File: src/stkt_pkg.sv
package stkt_pkg;

  localparam int DEPTH = 256;
  localparam int IDX_W = $clog2(DEPTH);
  localparam int CNT_W = $clog2(DEPTH + 1);
  localparam int CMP_W = CNT_W + 9;
  localparam int GROUP = 16;
  localparam int NGRP  = (DEPTH + GROUP - 1) / GROUP;

  typedef enum logic [1:0] {
    CMD_INSERT = 2'd0,
    CMD_CLEAR  = 2'd1,
    CMD_READ   = 2'd2,
    CMD_NONE   = 2'd3
  } cmd_t;

  typedef struct packed {
    logic [63:0] host_id;
    logic [31:0] period_start;
    logic [63:0] maint_id;
    logic        maint_kind;
    logic [63:0] host_cur_maint_id;
    logic        host_cur_status;
    logic        host_cur_kind;
    logic [30:0] host_cur_since;
  } entry_t;

  // shared control seen by every cell
  typedef struct packed {
    cmd_t             cmd;
    entry_t           ent;
    logic [7:0]       read_index;
    logic [CNT_W-1:0] count;
    logic             cmp_en;
    logic             sel_en;
    logic             do_write;
  } cell_bc_t;

  // per-cell contribution to the result, zero unless selected
  typedef struct packed {
    entry_t           entry;
    logic [IDX_W-1:0] pidx;
    logic             place;
  } cell_out_t;

endpackage

File: src/stkt_cell.sv
module stkt_cell (
  input  logic                    clk,
  input  logic [stkt_pkg::IDX_W-1:0] idx,
  input  stkt_pkg::cell_bc_t      bc,
  input  logic                    prev_below,
  input  stkt_pkg::entry_t        prev_ent,
  output logic                    below,
  output stkt_pkg::entry_t        ent,
  output logic                    hit,
  output stkt_pkg::cell_out_t     sel_q
);
  import stkt_pkg::*;

  logic in_range;
  logic in_le;
  logic key_below;
  logic key_equal;
  logic eq_q;
  logic is_place;
  logic shift;
  logic rd_sel;
  logic pick;

  assign in_range = CNT_W'(idx) < bc.count;
  assign in_le    = CNT_W'(idx) <= bc.count;

  always_comb begin
    if (ent.host_id != bc.ent.host_id) begin
      key_below = ent.host_id < bc.ent.host_id;
    end else if (ent.period_start != bc.ent.period_start) begin
      key_below = ent.period_start < bc.ent.period_start;
    end else begin
      key_below = ent.maint_id < bc.ent.maint_id;
    end
  end

  assign key_equal = (ent.host_id == bc.ent.host_id) &&
                     (ent.period_start == bc.ent.period_start) &&
                     (ent.maint_id == bc.ent.maint_id);

  always_ff @(posedge clk) begin
    if (bc.cmp_en) begin
      below <= in_range && key_below;
      eq_q  <= in_range && key_equal;
    end
  end

  // below bits form a prefix; the place is the first cell past it
  assign is_place = prev_below && !below;
  assign shift    = !prev_below && in_le;
  assign hit      = is_place && eq_q;
  assign rd_sel   = (bc.cmd == CMD_READ) && in_range &&
                    (CMP_W'(idx) == CMP_W'(bc.read_index));
  assign pick     = ((bc.cmd == CMD_INSERT) && hit) || rd_sel;

  always_ff @(posedge clk) begin
    if (bc.sel_en) begin
      sel_q.entry <= pick ? ent : '0;
      sel_q.pidx  <= (is_place && in_le) ? idx : '0;
      sel_q.place <= is_place && in_le;
    end
    if (bc.do_write) begin
      if (shift) begin
        ent <= prev_ent;
      end else if (is_place && in_le) begin
        ent <= bc.ent;
      end
    end
  end

endmodule

File: config.mk
export PLATFORM = sky130hd
export DESIGN_NAME = stkt_cell
export DESIGN_NICKNAME = d
export VERILOG_FILES = /design/src/stkt_pkg.sv /design/src/stkt_cell.sv
export SDC_FILE = /design/constraint.sdc
export NUM_CORES = 1
export LEC_CHECK = 0
export BUFFER_PORTS_ARGS = -buffer_cell sky130_fd_sc_hd__buf_4
export CAP_MARGIN = 25
export CORE_AREA = 3 3 415 417
export DETAILED_ROUTE_END_ITERATION = 7
export DIE_AREA = 0 0 418 420
export GPL_ROUTABILITY_DRIVEN = 1
export PLACE_DENSITY = 0.36
export SETUP_SLACK_MARGIN = 0.1
export SLEW_MARGIN = 5
export SYNTH_ARGS = -nofsm -noshare
export SYNTH_HDL_FRONTEND = slang
export SYNTH_SLANG_ARGS = --single-unit
File: constraint.sdc
create_clock -name clk -period 19.8 [get_ports clk]
set_clock_uncertainty 0.1 [all_clocks]
set_input_delay 2.97 -clock clk [delete_from_list [all_inputs] [get_ports clk]]
set_output_delay 2.97 -clock clk [all_outputs]
set_load 0.03 [all_outputs]
==> impl_results.md <==
- FMAX: roughly 130 MHz
- Critical path required time: approximately 20000 ps
- Synth top area share: approximately three fifths
- Max Root-Sink Buffers: 3
- Critical Path Most Common Cell: buf_4
- Slew margin rel.: a little under a third
- Tightest Pin Transition: 1020 ps
- Gpl congestion: slightly above 0.8
- Wirelength per Cell: between 20 and 25 µm
- Clock Latency Late Sink: roughly 660 ps
- Critical path arrival: around 7900 ps
- Status: complete, no violations
- Pint: about 2.3 mW
- Clk slew on worst S/H paths: around 50 ps
- Clock power frac: 38.6%
- Die width: 418 µm
- Initial DRC count: 798
- CP Capture Type: flop
- All-Layer GR Usage: approximately 13%
- Port Buffers: roughly 1100
- Cts bufs inserted: 73
- Global route overflow: 0
- Nets@finish: 3558
- Initial Util: about 15%
- Worst slack at placement: 11520 ps
- PostCTS Resize Cnt: 0
- Leakage power: approximately 16 nW
- Crit path kind: in2reg
- Avg Synthesized Cell Area: 14.9 µm²
- Fill cell count: 18166
- Post-CTS Setup Bufs: 0
- DRT antenna net count: 0
- TritonCTS Sinks: 527
- Vias in the first global route: 19259
- Net switching power figure: 938 µW
- Rows: approximately 150
- DR pass1 iterations: 5
- RSZ-0062 raised after global routing: false
- Seq/Total Area, Yosys: approximately three fifths
- Final worst setup slack: approximately 12000 ps
- Count of cell types in the netlist: 61
- Hold Crit Class: reg2reg
- Switch share: between 20% and 30%
- Maximum VDD drop: approximately 0.052 mV
- Clk Tree Root Cell: clkbuf_16
- DRC: 0
- Design area: about 39000 µm²
- Final setup violation count: 0
- Worst path slowest cell: buf_4
- Synth top area cells: edfxtp_1 (61%), ha_1 (8.2%), mux2_1 (6.5%)
- Flops & latches, synth: 527
- Final WL: ~120000 µm
- Total placed instance area: 36300 µm²
- Post-Synthesis Net Count: between 2000 and 2500
- Final period utilization: between 30% and 40%
- Share of layout cells above drive strength 1: a little under half
- Worst-path fanout max: between 50 and 60
- Final HPWL DP: 100000 µm
- FFs w/ async S/R, synth: 0%
- Min cycle time layout: 7550 ps
- Vias: 18162
- Final core occ: between 20% and 30%
- Hold Buf Count CTS: 0
- Drt via density: between 3 and 4
- Area leader, netlist: edfxtp_1
- Largest net degree at the start of global routing: 85
- Top FF cell, synth: edfxtp_1
- Cell count after synthesis: 1729
- Hold Violations, Final: 0
- Yosys warnings: 0
- Bufs and invs on worst path: 5
- Die Area: between 150000 and 200000 µm²
- Worst setup SP type: primary input
- Family with the most delay on the worst path: buffers and inverters
- EDFF count, synth: about 530
- Crit-path cells: buf_4, inv_1, ha_1, nor2b_1, o21a_1, o21ai_1, a211o_1, o22ai_2, a21o_4, buf_4, buf_4, buf_4, mux2_1
- Setup TNS: 0 ps
- CTS tree: built
- Slowest stage delay, CP: between 800 and 900 ps
- Die H: 420 µm
- H-tree levels: 3
- Layout area overhead: 49.6%
- Power per cell area: roughly 83 nW/µm²
- Core Region: roughly 170000 µm²
- Sequential power share: a little over two fifths
- Ports: 1075
- Initial antenna violation count: 22
- Max-Cap Viols: 0
- Comb pwr share: 18.9%
- Max Slew Vio Count: 0
- Post-Syn Area: roughly 26000 µm²
- First-pass GRT wire length: 164000 µm
## per-layer routing
| metal | routed length (µm) | vias up | share of wire, % | track usage (%) |
|---|---|---|---|---|
| met5 | 31 | - | 0.025 | 0 |
| met4 | 3050 | 4 | 2.5 | 4.10 |
| met3 | 8960 | 128 | 7.2 | 4.60 |
| met2 | 65300 | 620 | 53 | 24.4 |
| met1 | 46900 | 8841 | 38 | 14.8 |
| li1 | - | 8569 | - | - |
## power by group through the flow
stage	combinational [mW]	clock, mW	sequential [mW]
detailed placement	0.622	0	1.39
CTS	0.624	1.30	1.37
finish	0.606	1.24	1.37
floorplan	0.192	0	1.52
global route	0.652	1.33	1.38
global placement	0.623	0	1.39
## worst register-to-register path, stage by stage (launching register included)
cell and delay, ps:
edfxtp_1 430, ha_1 450, nand4_1 370, nor4_1 630
nand4_1 370, nor4_1 700, nand2_1 500, a311o_1 470
o211a_1 220
## through the flow
step           instances  hold slack, ps  power [mW]
2_1_floorplan       1729             667        1.71
3_3_place_gp        4984             446        2.02
3_5_place_dp        4985             453        2.02
4_1_cts             5109             453        3.30
5_1_grt             5125             482        3.36
6_report            5128             465        3.21
## final cells by class
class | instances | area (µm²) | share of cell area (%)
clock buffer | 83 | 1910 | 4.95
sequential | 527 | 15800 | 41.1
multi-input combinational | 975 | 8820 | 22.9
clock inverter | 41 | 264 | 0.686
tap | 2218 | 2780 | 7.21
inverter | 170 | 638 | 1.66
timing repair buffer | 1095 | 8230 | 21.4
antenna | 19 | 47.5 | 0.123
## cell usage after synthesis (3+ instances only)
library cell,count
buf_2,28
clkbuf_1,3
and4_1,5
xnor2_1,3
a221oi_1,3
mux2_1,148
nor4_1,8
mux2_4,110
a21o_1,15
a211oi_1,3
nor3_1,8
nand4_1,27
nand3_1,19
o21a_1,4
buf_8,13
ha_1,168
edfxtp_1,527
nor2_1,15
inv_1,169
and2_1,9
o21ai_0,15
nor2b_1,258
xor2_1,5
nand2_1,39
a21oi_1,71
buf_6,12
## cell families after synthesis
logic type | count (synthesis) | share of synthesized area (%)
muxes | 258 | 12.9
DFF | 527 | 61.5
and+or+nand+nor | 405 | 9.51
adders and majority gates | 168 | 8.17
buffers and inverters | 227 | 4.38
AOI/OAI and AO/OA | 136 | 3.28
xor gates and xnor gates | 8 | 0.272
## cell usage in the layout, fill, tap and decap left out, types with 27 or more instances in the layout
master / count
a21oi_1: 70
mux2_4: 110
mux2_1: 148
inv_1: 169
clkbuf_16: 75
buf_4: 1094
ha_1: 168
edfxtp_1: 527
nand2_1: 39
nand4_1: 27
nor2b_1: 258
## registers in the layout, indices dropped and copies added (netlist names)
name / count
below: 1
ent: 258
eq_q: 1
sel_q: 267
## worst paths after layout
path	from	to	slack, ps	depth (start not counted)
setup / recovery	bc[4]	ent[96]$_DFFE_PP_	12250	13
hold / removal	ent[45]$_DFFE_PP_	sel_q[54]$_SDFFCE_PN0P_	460	1
setup reg to reg	ent[255]$_DFFE_PP_	below$_DFFE_PP_	15290	8
hold reg to reg	ent[45]$_DFFE_PP_	sel_q[54]$_SDFFCE_PN0P_	460	1
Power figures use the tool's default switching activity.
